<file path="config.mk">
export PLATFORM = sky130hd
export DESIGN_NAME = fsa_divider
export DESIGN_NICKNAME = d
export VERILOG_FILES = /design/src/hw/rtl/fsa_pkg.sv /design/src/hw/rtl/fsa_divider.sv
export SDC_FILE = /design/constraint.sdc
export NUM_CORES = 1
export LEC_CHECK = 0
export BUFFER_PORTS_ARGS = -buffer_cell sky130_fd_sc_hd__buf_4
export CAP_MARGIN = 5
export CORE_UTILIZATION = 50
export DETAILED_ROUTE_END_ITERATION = 6
export GPL_TIMING_DRIVEN = 0
export PLACE_DENSITY_LB_ADDON = 0.08
export SYNTH_ARGS = -nofsm -noshare
export SYNTH_HDL_FRONTEND = slang
export SYNTH_SLANG_ARGS = --single-unit
</file>
<file path="constraint.sdc">
create_clock -name i_clk -period 3 [get_ports i_clk]
set_input_delay 0.15 -clock i_clk [delete_from_list [all_inputs] [get_ports i_clk]]
set_output_delay 0.15 -clock i_clk [all_outputs]
set_load 0.1 [all_outputs]
</file>
<file path="src/hw/rtl/fsa_pkg.sv">
// ----------------------------------------------------------------------------
// fsa_pkg
// Shared types, widths and codes of the frame stack averager.
// ----------------------------------------------------------------------------
package fsa_pkg;

    localparam int PIXEL_COUNT_W = 17;
    localparam int IMAGE_COUNT_W = 9;
    localparam int PORT_SAMPLE_W = 8;
    localparam int APB_DATA_W    = 32;
    localparam int APB_ADDR_W    = 3;

    localparam int MAX_PIXELS_DEF  = 65536;
    localparam int SAMPLE_BITS_DEF = 8;
    localparam int SUM_BITS_DEF    = 16;

    localparam logic [PIXEL_COUNT_W-1:0] PIXEL_COUNT_RST = 17'd65536;
    localparam logic [IMAGE_COUNT_W-1:0] IMAGE_COUNT_RST = 9'd1;

    // register index, taken from paddr[2]
    localparam logic REG_PIXEL_COUNT = 1'b0;
    localparam logic REG_IMAGE_COUNT = 1'b1;

    localparam logic OP_ACCUM = 1'b0;
    localparam logic OP_READ  = 1'b1;

    typedef struct packed {
        logic [PIXEL_COUNT_W-1:0] pixel_count;
        logic [IMAGE_COUNT_W-1:0] image_count;
    } t_cfg;

    typedef struct packed {
        logic busy;
        logic done;
    } t_div_stat;

    typedef enum logic [2:0] {
        ST_CLEAR,
        ST_IDLE,
        ST_ACC,
        ST_FETCH,
        ST_DIV
    } t_state;

endpackage

</file>
<file path="src/hw/rtl/fsa_divider.sv">
// ----------------------------------------------------------------------------
// fsa_divider
// Three-lane restoring divider, one quotient bit per lane per cycle.
// ----------------------------------------------------------------------------
module fsa_divider #(
    parameter int SUM_BITS = fsa_pkg::SUM_BITS_DEF
) (
    input  logic                               i_clk,
    input  logic                               i_rst_n,
    input  logic                               i_start,
    input  logic [3*SUM_BITS-1:0]              i_dividend,
    input  logic [fsa_pkg::IMAGE_COUNT_W-1:0]  i_divisor,
    output fsa_pkg::t_div_stat                 o_stat,
    output logic [3*SUM_BITS-1:0]              o_quotient
);
    import fsa_pkg::*;

    localparam int DW = IMAGE_COUNT_W;
    localparam int CW = $clog2(SUM_BITS + 1);

    logic [DW-1:0]       r_div;
    logic [DW-1:0]       r_rem [3];
    logic [SUM_BITS-1:0] r_quo [3];
    logic [CW-1:0]       r_cnt;
    logic                r_busy;
    logic                r_done;

    logic [DW:0]   trial [3];
    logic          ge    [3];
    logic [DW:0]   diff  [3];

    // remainder stays below the divisor, so it fits in DW bits
    always_comb begin
        for (int c = 0; c < 3; c++) begin
            trial[c] = {r_rem[c], r_quo[c][SUM_BITS-1]};
            ge[c]    = trial[c] >= {1'b0, r_div};
            diff[c]  = trial[c] - {1'b0, r_div};
        end
    end

    always_ff @(posedge i_clk) begin
        if (!i_rst_n) begin
            r_busy <= 1'b0;
            r_done <= 1'b0;
            r_cnt  <= '0;
        end else if (i_start) begin
            r_busy <= 1'b1;
            r_done <= 1'b0;
            r_cnt  <= CW'(SUM_BITS);
        end else if (r_busy) begin
            r_cnt <= r_cnt - 1'b1;
            if (r_cnt == CW'(1)) begin
                r_busy <= 1'b0;
                r_done <= 1'b1;
            end
        end
    end

    always_ff @(posedge i_clk) begin
        if (i_start) begin
            r_div <= i_divisor;
            for (int c = 0; c < 3; c++) begin
                r_rem[c] <= '0;
                r_quo[c] <= i_dividend[c*SUM_BITS +: SUM_BITS];
            end
        end else if (r_busy) begin
            for (int c = 0; c < 3; c++) begin
                r_rem[c] <= ge[c] ? diff[c][DW-1:0] : trial[c][DW-1:0];
                r_quo[c] <= {r_quo[c][SUM_BITS-2:0], ge[c]};
            end
        end
    end

    assign o_stat.busy = r_busy;
    assign o_stat.done = r_done;
    assign o_quotient  = {r_quo[2], r_quo[1], r_quo[0]};

endmodule

</file>
; Word-level counts from Yosys, hierarchy flattened
; Memories as Yosys holds them, arrays and structs flattened.
; Index checks and enable logic that the tools add are counted.
[word_totals]
ram_bits = 75
output_inout_bits = 50
register_bits = 16
word_cells = 44
mem_count = 2
inputBits = 60
[memory_table]
columns = memory, words, width, read_ports, rd_ports_with_merged_regs, wr, line_no
row1 = r_quo, 3, 16, 3, 0, 3, fsa_divider.sv:23  ; logic [SUM_BITS-1:0] r_quo [3];
row2 = r_rem, 3, 9, 3, 0, 3, fsa_divider.sv:22  ; logic [DW-1:0] r_rem [3];
[op_classes]
eq_ne = 1
addsub = 4
bitwise = 7
mux = 19
reduce_logical = 3
magnitude_cmp = 3
[ops]
columns = operator, n
row1 = two-way mux 9 bit, 6
row2 = two-way mux 16 bit, 3
row3 = greater-or-equal comparator 10 x 9 -> 1 bit, 3
row4 = subtractor 9 bit, 3
row5 = two-way mux 5 bit, 2
row6 = two-way mux 1 bit, 8
row7 = OR 1 bit, 6
row8 = "== test 5 x 1 -> 1 bit, second input constant", 1
row9 = "subtractor 5 x 1 -> 5 bit, second input constant", 1
row10 = AND reduction 2 bit, 1
row11 = nonzero test 2 bit, 1
row12 = OR reduction 2 bit, 1
row13 = inverter 1 bit, 1

; Logic depth before layout (Yosys ltp)
[logic_depth]
depth_word = 4
mapped_depth = 10
ltp_nobuf = 9

; Least setup slack after synthesis
; OpenSTA, ideal clock, no wires.
[synth_timing]
kind = register -> register
from = mem r_quo[0][15] (netlist bit)
to = mem r_rem[0][3] (netlist bit), data pin
arrival_time_ns = 2.536
path_slack_ns = 0.195
period_less_slack_ns = 2.805
required_ns = 2.730
setup_ns = 0.270
path_stages_with_launch = 10
path_cell_list = edfxtp_1 > inv_1 > ha_1 > inv_1 > fa_1 > a21o_1 > a221oi_2 > a21oi_1 > o211ai_1 > a21oi_1
[synth_lines]
columns = item, line_no
row1 = from (decl), fsa_divider.sv:23
row2 = to (decl), fsa_divider.sv:22

==> flow_summary.toml <==
[critical_path]
cpPeakStageDelay_ps = 500
r2r_start = "r_div[0]"
path_class = "register to register"
path_cells = "ha_1 -> inv_1 -> fa_1 -> a21o_1 -> a221oi_2 -> a21oi_1 -> o21ai_0 -> a21oi_1"
critPathMostFrequentCell = "a21oi_1"
start_kind = "register"
crit_arrival_ps = 2800
reg2reg_slack_ps = 300
crit_path_max_fanout = 7
required_ps = 3100
rr_endpoint = "r_rem[0][24]"
cp-end-kind = "register"
rr_worst_depth = 8
crit_path_start = "r_div[0]"
crit_slowest_cell = "edfxtp_1"

[synth]
synthAdderAreaFrac_pct = 8.200
netlist_instances = 521
synth_top_area_share_pct = 48.91
synth_enable_flop_cells = 84
ys_ff_latch = 91
synthXorXnorAreaFrac_pct = 2.038
synth_mux_area_share_pct = 0.7763
synthSimpleGateAreaFrac_pct = 20.06
synthTopCellsByArea = "edfxtp_1, nand2_1, ha_1"
netlist_area_sq_um = 5157
yosys.area.top_type = "edfxtp_1"
synth_cell_types = 58
synth_compound_area_share_pct = 13.78
ys.flop_type = "edfxtp_1"
yosys_warnings = 0
postSynthAreaPerCell_sq_um = 9.899
synth_top_family_by_area = "simple AND/OR/NAND/NOR gates"
async_reset_ff_share_pct = 0
ys_seq_area_share_pct = 51.63
syn_nets = 613

[timing]
rsz0062_at_grt = "false"
post-route-period-util_pct = 90.14
setup_violations = 0
setup_ws_ps = 295.8
tns_ps = 0
maxSlewHeadroom_pct = 55.40
finClkSkew_ps = 7.487
fin_crit_ps = 2704
finalHoldViolations = 0
worst_pin_slew_ps = 666.6
fmax_mhz = 369.8
final_max_slew_viol_count = 0

[drt]
wl_met3_microns = 619
viasPerCell = 5.398
drtPass1Iterations = 5
drcViolationCount = 0
wl_met2_mm = 5.743
drt-initial-drc-count = 216
routed.top_layer = "met4"
routedWlPerCell_microns = 15.12
ant_nets = 0
wl_mm = 11.92
wl_met1_mm = 5.282
vias = 4254

[final_layout]
nets = 743
finalNonFillerCells = 788
areaGrowthSynthToFinish_pct = 25.13
n_antenna_cell = 0
utilization_pct = 65.42
multi_input_area_sq_um = 2316
fill_cells = 814
final-seq-area_sq_um = 2663
final_layout_size_suffix_gt1_share_pct = 22.14

[placement]
place_congestion = 0.8706
post-place-ws_ps = 378.7
dp_hpwl_mm = 8.581
io_buffers = 109
placed_cells = 764

[min_path]
hold_start = "i_rst_n"
hp-class = "input port to register"
holdPathEnd = "r_cnt[4]"
hold_path_depth = 2

[floorplan]
dieArea_sq_um = 10720
initial_core_util_pct = 52.28
die_width_microns = 103.6
core_sq_um = 9864
io_pins = 110
dieHeight_microns = 103.6
num_rows = 36

[global_routing]
grt-ovfl-total = 0
grt_use_total_pct = 22.91
grt_start_max_net_pins = 40
grt_pass1_vias = 4061
grt_pass1_wl_mm = 19.29
grt_antenna_before_repair = 0

[clock_network]
post_cts_resized = 0
htree_num_levels = 3
clk_pin_slew_ps = 80
cts_tree = "done"
root_buffer = "clkbuf_8"
numCtsBuffers = 9
cts_sinks = 91
clockBufferDepth = 2
ctsHoldBuffers = 9
insertion_delay_ps = 360
cts_setup_buffers = 0

[job]
maxCapViolations = 0

[power_and_ir_drop]
vdd_drop_max_mv = 0.3503
p_per_area_nw_per_um2 = 593.6
power_leakage_nw = 2.860

[run_status]
outcome = "finished clean"
[layer usage]
metal	track usage, %	up-vias
met5	0	-
met4	8.178	0
met3	5.538	22
met2	38.02	112
met1	29.18	2002
li1	-	2118
[synth_stat cells, types with 4 or more instances]
master,count
nor2b_1,8
o21a_1,5
ha_1,29
o21ai_0,21
nor2_1,22
xnor2_1,7
a21oi_1,29
nand2_1,154
inv_1,19
a31oi_1,5
dfxtp_1,7
mux2i_1,4
nand4_1,5
nand3_1,15
buf_2,7
nor3_1,9
a211oi_1,5
edfxtp_1,84
xor2_1,5
a21o_1,10
clkbuf_1,11
[worst max-delay path by stage]
stage / to / slack (ps) / cells past startpoint
finish: r_rem[0][24] / 300 / 8
floorplan: r_rem[0][3] / 190 / 9
global placement: r_rem[0][21] / 390 / 8
detailed placement: r_rem[0][21] / 380 / 8
CTS: r_rem[0][21] / 350 / 8
global route: r_rem[0][21] / 160 / 8
[area by class of cell]
cell class | instances | share of cell area, %
tap | 133 | 2.579
buffer | 22 | 1.706
clock inverter | 3 | 0.9888
clock buffer | 12 | 2.094
sequential | 91 | 41.26
multi-input combinational | 389 | 35.89
timing repair buffer | 119 | 14.39
inverter | 19 | 1.105
[critical path, delay by kind of cell, from the launching register on]
family / cells / cell delay [ps]
buffers and inverters: 1 / 50
flip-flops: 1 / 500
adder cells (fa/ha/maj): 2 / 610
AO/OA/AOI/OAI: 5 / 1260
[cell families (layout without fill, tap and decap cells)]
group | count (synthesis) | in the layout
DFF | 91 | 91
buffers and inverters | 41 | 175
muxes | 4 | 4
and+or+nand+nor | 236 | 236
AOI/OAI and AO/OA | 105 | 105
xor gates and xnor gates | 12 | 12
adders and majority gates | 32 | 32
[placed cells by master, fill, tap and decap left out, drive strengths merged, types with 5 or more instances in the layout]
master	n
a211oi	7
a21o	11
a21oi	29
a31oi	5
buf	121
clkbuf	23
dfxtp	7
dlygate4sd3	9
edfxtp	84
ha	29
inv	19
nand2	155
nand3	15
nand4	5
nor2	22
nor2b	8
nor3	9
o21a	5
o21ai	24
xnor2	7
xor2	5
[metrics by stage]
| stage | instance area, sq um | total power [W] | hold WS (ps) |
|---|---|---|---|
| floorplan | 5157 | 0.002637 | 248.9 |
| global placement | 6142 | 0.002926 | 328.7 |
| detailed placement | 6165 | 0.002954 | 329.6 |
| finish | 6454 | 0.003831 | 18.84 |
| CTS | 6454 | 0.003846 | 2.576 |
| global route | 6454 | 0.004010 | 10.48 |
[power breakdown]
| group | internal (W) | switching (W) |
|---|---|---|
| sequential | 0.00153 | 0.0000687 |
| clock | 0.000464 | 0.000425 |
| combinational | 0.000412 | 0.000933 |
| total | 0.00240 | 0.00143 |
[flip-flops by register name, summed over array words and instances (netlist names)]
| register | cells |
|---|---|
| r_busy | 1 |
| r_cnt | 5 |
| r_div | 9 |
| r_done | 1 |
| r_quo | 48 |
| r_rem | 27 |
Note: power is estimated with default switching activity, not from simulation.
