## src/hw/rtl/fsa_pkg.sv

```systemverilog
// ----------------------------------------------------------------------------
// fsa_pkg
// Shared types, widths and codes of the frame stack averager.
// ----------------------------------------------------------------------------
package fsa_pkg;

    localparam int PIXEL_COUNT_W = 17;
    localparam int IMAGE_COUNT_W = 9;
    localparam int PORT_SAMPLE_W = 8;
    localparam int APB_DATA_W    = 32;
    localparam int APB_ADDR_W    = 3;

    localparam int MAX_PIXELS_DEF  = 65536;
    localparam int SAMPLE_BITS_DEF = 8;
    localparam int SUM_BITS_DEF    = 16;

    localparam logic [PIXEL_COUNT_W-1:0] PIXEL_COUNT_RST = 17'd65536;
    localparam logic [IMAGE_COUNT_W-1:0] IMAGE_COUNT_RST = 9'd1;

    // register index, taken from paddr[2]
    localparam logic REG_PIXEL_COUNT = 1'b0;
    localparam logic REG_IMAGE_COUNT = 1'b1;

    localparam logic OP_ACCUM = 1'b0;
    localparam logic OP_READ  = 1'b1;

    typedef struct packed {
        logic [PIXEL_COUNT_W-1:0] pixel_count;
        logic [IMAGE_COUNT_W-1:0] image_count;
    } t_cfg;

    typedef struct packed {
        logic busy;
        logic done;
    } t_div_stat;

    typedef enum logic [2:0] {
        ST_CLEAR,
        ST_IDLE,
        ST_ACC,
        ST_FETCH,
        ST_DIV
    } t_state;

endpackage

```

## src/hw/rtl/fsa_apb.sv

```systemverilog
// ----------------------------------------------------------------------------
// fsa_apb
// APB register file: pixel_count at 0x0, image_count at 0x4.
// ----------------------------------------------------------------------------
module fsa_apb (
    input  logic                          i_clk,
    input  logic                          i_rst_n,
    input  logic                          psel,
    input  logic                          penable,
    input  logic                          pwrite,
    input  logic [fsa_pkg::APB_ADDR_W-1:0] paddr,
    input  logic [fsa_pkg::APB_DATA_W-1:0] pwdata,
    output logic [fsa_pkg::APB_DATA_W-1:0] prdata,
    output logic                          pready,
    output fsa_pkg::t_cfg                 o_cfg
);
    import fsa_pkg::*;

    logic [PIXEL_COUNT_W-1:0] r_pixel_count;
    logic [IMAGE_COUNT_W-1:0] r_image_count;
    logic                     wr;

    assign wr     = psel & penable & pwrite;
    assign pready = 1'b1;

    always_ff @(posedge i_clk) begin
        if (!i_rst_n) begin
            r_pixel_count <= PIXEL_COUNT_RST;
            r_image_count <= IMAGE_COUNT_RST;
        end else if (wr) begin
            case (paddr[2])
                REG_PIXEL_COUNT: r_pixel_count <= pwdata[PIXEL_COUNT_W-1:0];
                REG_IMAGE_COUNT: r_image_count <= pwdata[IMAGE_COUNT_W-1:0];
                default: ;
            endcase
        end
    end

    always_comb begin
        case (paddr[2])
            REG_PIXEL_COUNT: prdata = APB_DATA_W'(r_pixel_count);
            REG_IMAGE_COUNT: prdata = APB_DATA_W'(r_image_count);
            default:         prdata = '0;
        endcase
    end

    assign o_cfg.pixel_count = r_pixel_count;
    assign o_cfg.image_count = r_image_count;

endmodule

```

## config.mk

```make
export PLATFORM = sky130hd
export DESIGN_NAME = fsa_apb
export DESIGN_NICKNAME = d
export VERILOG_FILES = /design/src/hw/rtl/fsa_pkg.sv /design/src/hw/rtl/fsa_apb.sv
export SDC_FILE = /design/constraint.sdc
export NUM_CORES = 1
export LEC_CHECK = 0
export BUFFER_PORTS_ARGS = -buffer_cell sky130_fd_sc_hd__buf_2
export CAP_MARGIN = 20
export CORE_MARGIN = 3
export CORE_UTILIZATION = 36
export DETAILED_ROUTE_END_ITERATION = 8
export PLACE_DENSITY_LB_ADDON = 0.05
export SYNTH_ARGS = -nofsm -noshare
export SYNTH_HDL_FRONTEND = slang
export SYNTH_SLANG_ARGS = --single-unit
```

## constraint.sdc

```tcl
create_clock -name i_clk -period 0.9 [get_ports i_clk]
set_input_delay 0.045 -clock i_clk [delete_from_list [all_inputs] [get_ports i_clk]]
set_output_delay 0.045 -clock i_clk [all_outputs]
set_load 0.005 [all_outputs]
```

* After elaboration in Yosys (flattened, before gate mapping) *
Index checks and enable logic that the tools add are counted.

cells by class
  muxes and demuxes = 1
  bitwise operators = 3
  reduce and logical (&&, ||, !) cells = 2

operators with widths
  operator                             number
  one-hot mux 32 bit (2 select lines)  1
  AND reduction 2 bit                  2
  AND 1 bit                            2
  NOT 1 bit                            1

word-level totals
  register bits after elaboration = 26
  input bits = 40
  output and inout port bits = 59
  word-level logic and storage cells = 8

* Logic depth before layout (Yosys ltp) *
Gate-level depths: netlist (run 1).

  depth in word-level cells = 3
  gate-level depth with buffers = 5
  depth with buffers taken out = 2

* Worst setup path before layout (run 1) *
Ideal clock, no wire load.

  path kind = in2reg
  start point = input paddr[2] in the netlist's numbering
  end point = register r_pixel_count[1]
  arrival time = 850 ps
  slack = -21 ps
  stages on the path = 5
  path buffers = 3
  cell sequence = buf_6 and4b_1 buf_6 buf_12 mux2i_1

on the way
  cells in the longest elaborated chain, start to end = 2

RTL lines
  item                                  line           source
  start: declaration                    fsa_apb.sv:11  input logic [fsa_pkg::APB_ADDR_W-1:0] paddr,
  NOT 1 bit (no source line)            -
  AND reduction 2 bit (no source line)  -
  end signal: assignment                fsa_apb.sv:32  REG_PIXEL_COUNT: r_pixel_count <= pwdata[PIXEL_COUNT_W-1:0];
  end: declaration                      fsa_apb.sv:19  logic [PIXEL_COUNT_W-1:0] r_pixel_count;

No other way between the ends.
A chain may end at the register's enable or synchronous reset.

* Worst setup path in the final report (run 1) *
  start point = register r_pixel_count[7]
  end point = output prdata[7] in the netlist's numbering

on the way
  cells in the longest elaborated chain, start to end = 1

RTL lines
  item                                 line           source
  one-hot mux 32 bit (2 select lines)  fsa_apb.sv:40  case (paddr[2])
  end: declaration                     fsa_apb.sv:13  output logic [fsa_pkg::APB_DATA_W-1:0] prdata,

No other way between the ends. The select of a mux whose other input is x is not followed.

==> results of run 1 <==
## final cells by class
type | count | area (um^2)
Clock buffer | 4 | 55.05
Timing Repair Buffer | 93 | 742.0
Sequential cell | 26 | 553.0
Tap cell | 46 | 57.56
Fill cell | 312 | 1345
Multi-Input combinational cell | 105 | 689.4
## worst max-delay path: stages (launching register included)
cell and delay (ns):
dfxtp_2 0.33, mux2_4 0.27, buf_6 0.12
## per-layer routing
| layer | vias up | routed length, um | part of all wire [%] |
|---|---|---|---|
| met2 | 44 | 1708 | 52 |
| li1 | 596 | - | - |
| met1 | 546 | 1305 | 40 |
| met3 | 2 | 248 | 7.6 |
| met4 | 0 | 14 | 0.43 |
| met5 | - | 0 | 0 |
## worst max-delay path by stage
| stage | depth (start not counted) | to | slack, ns |
|---|---|---|---|
| finish | 2 | prdata[7] | -0.12 |
| global placement | 4 | r_pixel_count[5] | -0.003 |
| CTS | 2 | prdata[0] | -0.13 |
| floorplan | 5 | r_pixel_count[1] | -0.02 |
| global route | 2 | prdata[4] | -0.16 |
| detailed placement | 4 | r_pixel_count[8] | -0.05 |
## cell usage after synthesis
cell      instances
and4b_1           1
buf_12            1
buf_2             2
buf_4            16
buf_6             2
clkbuf_1          5
conb_1            2
dfxtp_1          26
mux2_2            9
mux2i_1          26
nand2_1          40
nand4_1           1
nor2b_1          12
## cell families (layout without fill, tap and decap cells)
logic type,after synthesis,in the layout,share of synthesized area (%)
other,2,16,0.5679
muxes,35,35,27.34
and+or+nand+nor,54,54,18.26
buffers and inverters,26,97,14.48
DFF,26,26,39.36
## sequential cells by signal (all words and copies together) (netlist names)
signal,flops
r_pixel_count,17
r_image_count,9
## what timing repair did
action	in CTS	in global routing
setup buffers	16	5
hold buffers	0	0
gates resized for setup	29	31
endpoints found under the setup margin	14	33
cloned	0	0
## power groups by stage
stage / clock network, mW / registers [mW] / logic, mW
5_1_grt: 0.837 / 1.20 / 0.398
4_1_cts: 0.778 / 1.19 / 0.325
2_1_floorplan: 0 / 1.22 / 0.205
3_5_place_dp: 0 / 1.22 / 0.290
6_report: 0.753 / 1.20 / 0.361
3_3_place_gp: 0 / 1.22 / 0.285
==> results by stage, run 1 <==
Power and ir drop:
- In this run the power density over the cells is 1101 mW/mm^2.
- Across the VDD grid, the largest voltage drop is 0.6427 mV.
- Combinational logic is responsible for 15.7% of the overall power.
- After layout, the design draws a total of 2.310 mW.
- Summed over all cells, the static leakage comes to 1.068 nW.
- Internal power comes to around 1.8 mW.
- The register share of total power is around 52%.
- The clock network fraction of design power is 32.6%.
- The switching portion of total power is approximately a quarter.
- For this design the total switching power over the nets is 0.5387 mW.

CTS:
- The CTS sink count is 26.
- The clock latency on the worst-skew pair is 0.26 ns.
- CTS built an H-tree with a depth of 1.
- After clock tree synthesis, the clock-pin slew on the worst setup and hold paths is 0.09 ns.
- No sink is reached through more buffers than the 2 on the longest clock path.
- The CTS buffer count is 3.
- TritonCTS built the clock tree.
- The cell at the root of the clock tree is clkbuf_8.

Logic synthesis:
- By area the synthesized netlist is led by dfxtp_1 39%, mux2i_1 20%, nand2_1 11%, buf_4 9.1%, mux2_2 7.7%.
- The count of warnings emitted by yosys is 0.
- The synthesized netlist occupies a cell area of 0.001323 mm^2.
- The flip-flop and latch count after synthesis is 26.
- The count of unique library cells instantiated by Yosys is 13.
- For this run, the register share of the synthesized area comes to a little under 40%.
- The proportion of netlist area held by the largest area contributor is 39.36%.
- Dividing the synthesized area by the synthesized cell count gives about 9 um^2.
- After technology mapping, the gate count stands at 143.
- The biggest area consumer among synthesized cells is dfxtp_1.

Global route:
- The via count of the first global-routing pass is 1,099.
- The number of antenna violations at the first check in global routing came to 0.
- For met1 alone, demand over resource in global routing was 15.56%.
- For met2 alone, demand over resource in global routing was 27.23%.
- The wire length of the first global-routing pass is 4864 um.
- The overflow left after global routing is 0.
- The met3 track utilization from global routing is 3.204%.
- The global-route total usage across every layer is 14.28%.
- The most used routing layer in global routing is met2.
- The pin count of the biggest net entering global routing is 21.

STA:
- Setup violations remaining at the end of the flow were counted as 9.
- The worst slack on hold paths is approximately 0.007 ns.
- The total count of hold-check failures in the final report was 0.
- The post-route clock skew is 0 ns.
- The final number of max-transition violations is 0.
- The time the worst path needs with I/O delays and setup is 1.025 ns.
- Based on the critical path, the design can be clocked at up to 0.9758 GHz.
- The final worst slack is -0.1248 ns.
- The aggregate negative setup slack is -1.065 ns.
- The fraction of the cycle the final worst path needs is 113.9%.
- Setup repair after global routing could not meet its margin everywhere.

Outcome:
- The checks that failed: setup timing.
- The run finished, with violations left.

Route:
- The via-per-instance ratio is 4.336.
- The total DRC errors in the routed layout is 0.
- Before antenna repair, the detailed router went through 3 iterations.
- The vias after detailed routing is 1,188.
- In the final routed layout, each cell accounts on average for 11.96 um.
- Wires add up to 3277 um.
- The violation count after the first detailed-routing iteration is 20.
- The number of nets with antenna violations after detailed routing is 0.

Setup path:
- The start of the worst register-to-register path is r_image_count[0].
- For the worst flop-to-flop path, the logic depth is 3.
- The category of the worst setup path launch point is a flop.
- The setup slack of the worst register-to-register path is 0.16 ns.
- Data on the critical path arrives at its endpoint at roughly 1 ns.
- Of all nets on the critical path, the largest fanout is 2.
- The type of the setup path with the least slack is flop to primary output.
- STA classifies the critical path endpoint as a primary output.
- The endpoint of the worst register-to-register path is r_image_count[0].
- The required time of the critical path is 0.85 ns.
- The start point of the critical path is r_pixel_count[7].

Layout:
- The fraction of final layout cells sized beyond drive strength 1 is 58.77%.
- Relative to the synthesized area, the layout overhead comes to 58.56%.
- The antenna diode instance count is 0.
- The area of all placed cells without fillers is 0.002097 mm^2.
- The final core utilization is 60.92%.
- The count of cells in the finished layout, fillers not included, comes to 274.
- The net count of the finished layout is 269.
- The library cell used most frequently in the layout, excluding fill and tap cells, is buf_2.
- The top cell types in the final layout, fill and taps aside, are 46 x buf_2, 40 x nand2_1, 29 x buf_6.

Placed design:
- The placement-stage cell area is ~0.0017 mm^2.
- Input and output buffers added on the ports amount to 65.
- In this run, placement finished with an instance count of around 250.
- The weighted congestion at the end of routability-driven global placement is roughly 0.63.
- The half-perimeter wire length after placement is ~2200 um.
- Timing analysis after detailed placement gives a worst setup slack of -0.05425 ns.

Die:
- After floorplanning, the core was sized to cover ~0.0034 mm^2.
- The number of primary I/O pins is 99.
- From bottom edge to top edge, the die measures 66.61 um.
- The floorplan has 21 rows.
- The area of the die is 0.004437 mm^2.
- In this run the horizontal extent of the chip is 66.61 um.
- Once the floorplan was initialized, standard cells occupied 38.42% of the core.

Hold path:
- The startpoint identified for the worst hold timing path is pwdata[15].
- The endpoint of the worst hold-timing path is r_pixel_count[15].
- The path type of the worst min-delay path is input port to flop.
- The worst hold path passes through 3 cells.

Flow run:
- Max-cap violations in this run came to 0.
Note: power is estimated with default switching activity, not from simulation.
==> inputs of run 2 (changes only) <==
--- a/config.mk
+++ b/config.mk
@@ -5,11 +5,11 @@
 export SDC_FILE = /design/constraint.sdc
 export NUM_CORES = 1
 export LEC_CHECK = 0
-export BUFFER_PORTS_ARGS = -buffer_cell sky130_fd_sc_hd__buf_2
 export CAP_MARGIN = 20
 export CORE_MARGIN = 3
-export CORE_UTILIZATION = 36
+export CORE_UTILIZATION = 55
 export DETAILED_ROUTE_END_ITERATION = 8
+export DONT_BUFFER_PORTS = 1
 export PLACE_DENSITY_LB_ADDON = 0.05
 export SYNTH_ARGS = -nofsm -noshare
 export SYNTH_HDL_FRONTEND = slang
==> results by stage, run 2 (same netlist as run 1, synthesis figures left out) <==
Hold path:
- The path type of the worst min-delay path is input port to flop.
- The cell count of the worst hold path is 2 (-1).

Global route:
- The wire length of the first global-routing pass is 3622 um (-26%).
- The fraction of met2 tracks used by global routing is 25.79% (-1.4 points).
- The most used routing layer in global routing is met2.
- The met3 track utilization from global routing is 5.094% (+1.9 points).
- The global-route total usage across every layer is 16.67% (+2.4 points).
- The met1 track demand over resource was 21.24% (+5.7 points).
- The via count of the first global-routing pass is 789 (-28%).
- The number of antenna violations at the first check in global routing was 0 (unchanged).
- The pin count of the biggest net entering global routing is 45 (+110%).
- The overflow left after global routing is 0 (unchanged).

CTS:
- The number of levels the H-tree was split into is 1 (unchanged).
- The register clock-pin slew on the reported worst setup and hold paths is 0.13 ns (+0.04 ns).
- The total setup buffers inserted after CTS is 0 (-16).
- The root buffer cell chosen for the clock tree is clkbuf_4.
- The maximum clock insertion buffer count came to 2 (unchanged).
- The CTS sink count was 26 (unchanged).
- The total of hold buffers inserted after clock tree synthesis is 6 (+6).
- The CTS buffer count is 3 (unchanged).
- The clock tree from TritonCTS is yes.
- The clock latency on the worst-skew pair is 0.31 ns (+0.05 ns).

Route:
- The via-per-instance ratio came to 5.176 (+19%).
- The first-pass detailed-route iteration total is 4 (+1).
- The post-detailed-route wirelength per cell is 14.95 um (+25%).
- The total DRC errors in the routed layout was 0 (unchanged).
- The vias after detailed routing is 880 (-26%).
- The violation count after the first detailed-routing iteration was 6 (-70%).
- The total wire length is 2542 um (-22%).
- The number of nets with antenna violations after detailed routing is 0 (unchanged).

Layout:
- Leaving out fill and tap cells, the most frequent cell in the layout is nand2_1.
- The final core utilization is 64.65% (+3.7 points).
- More flip-flops sit in one register than any other, and that register is r_pixel_count.
- The library cells used most frequently in the layout, excluding fill and tap cells, are 40 x nand2_1, 26 x mux2i_1, 25 x dfxtp_2.
- The number of flip-flops in the largest register is 17 (unchanged).
- The area of all placed cells without fillers was 0.001458 mm^2 (-30%).
- The largest registers in the layout are r_pixel_count: 17 flops, r_image_count: 9 flops.
- The area growth from synthesis to layout is 10.22%.
- The net count reported at finish is 184 (-32%).
- The fraction of final layout cells sized beyond drive strength 1 came to 33.80% (-25 points).
- The antenna diode instance count came to 0 (unchanged).

Power and ir drop:
- The cell area power density is 1257 mW/mm^2 (+14%).
- The total leakage power came to 0.6176 nW (-42%).
- The peak ir drop on the vdd network is 0.9775 mV (+52%).

Die:
- The starting density of the core came to 58.66% (+20 points).
- The number of primary I/O pins came to 99 (unchanged).
- The core region area is 0.002255 mm^2 (-34%).
- The number of core rows is 17 (-19%).
- The area of the die is 0.003029 mm^2 (-32%).
- The width of the chip is 55.04 um (-17%).
- The die outline height is 55.04 um (-17%).

STA:
- The final worst slack is -0.09347 ns (+0.03138 ns).
- The fraction of the cycle the final worst path needs is 110.4% (-3.5 points).
- Setup repair after global routing could not meet its margin everywhere.
- The final setup violation count is 9 (unchanged).
- The time the worst path needs with I/O delays and setup was 0.9935 ns (-0.03138 ns).
- The final number of max-transition violations was 0 (unchanged).
- The worst slack on hold paths was -0.1404 ns (-0.1476 ns).
- The total count of hold-check failures in the final report is 26 (+26).
- The aggregate negative setup slack is -0.7350 ns (+0.3296 ns).
- The post-route clock skew is 0 ns (unchanged).
- The achievable frequency is 1.007 GHz (+3.2%).

Placed design:
- The number of I/O port buffers is 0 (-100%).
- The worst slack at placement is 0.09483 ns (+0.1491 ns).
- The weighted congestion at the end of routability-driven global placement is 0.5834 (-6.7%).
- The half-perimeter wire length after placement is 1695 um (-23%).
- The placement-stage cell area is 0.001246 mm^2 (-25%).

Outcome:
- The flow ran to the end, but the final reports show violations.
- The checks that failed: hold timing, setup timing.

Setup path:
- The highest net fanout along the worst path was 3 (+1).
- The cell family contributing the most delay on the critical path is flip-flops.
- The worst path arrival time was 0.95 ns (-0.03 ns).
- The type of element capturing the critical path is a primary output.
- The longest individual stage delay on the worst path is 0.36 ns (+0.03 ns).
- The required time of the critical path is 0.85 ns (about the same).
- Walking the worst path, the cells encountered are mux2_4.
- The path depth of the worst reg2reg path came to 2 (-1).
- For this design, the slowest cell found on the critical path is dfxtp_2.
- The category of the worst setup path launch point is a flop.
- The worst path buffer plus inverter count is 0 (-1).
- The logic depth of the worst path, buffers included was 1 (-1).
- The type of the setup path with the least slack is flop to primary output.

Flow run:
- The max-cap check violation count was 0 (unchanged).
[run 2: final cells by class]
cell class | count | area (um^2)
Tap cell | 28 | 35.03
Sequential cell | 26 | 555.5
Multi-Input combinational cell | 105 | 757.0
Timing Repair Buffer | 8 | 87.58
Fill cell | 182 | 797.0
Clock buffer | 3 | 22.52
[run 2: routing by layer]
layer	routed length, um	vias to the layer above
met1	1081	406
li1	-	430
met5	0	-
met3	234	2
met4	13	0
met2	1212	42
[run 2: path summary, 6_finish.rpt]
check	from	to	slack, ns
max reg2reg	r_image_count[0]	r_image_count[0]	0.26
min reg2reg	r_pixel_count[8]	r_pixel_count[8]	0.48
min	i_rst_n	r_pixel_count[3]	-0.14
max	r_pixel_count[0]	prdata[0]	-0.09
[run 2: power breakdown]
group	switching, mW	internal [mW]
combinational	0.0699	0.0930
clock	0.310	0.156
sequential	0.0256	1.18
[run 2: what timing repair did]
item / CTS / global route
resized for setup: 39 / 13
setup endpoints to repair: 17 / 17
hold endpoints to repair: 26 / 26
[run 2: per-stage QoR]
step | hold WS (ns) | instances | total power, mW
after floorplan | 0.1871 | 157 | 1.424
after global placement | 0.1265 | 161 | 1.347
after detailed placement | 0.1253 | 161 | 1.351
after CTS | -0.1571 | 170 | 1.862
after global routing | -0.1696 | 170 | 1.938
final | -0.1404 | 170 | 1.833
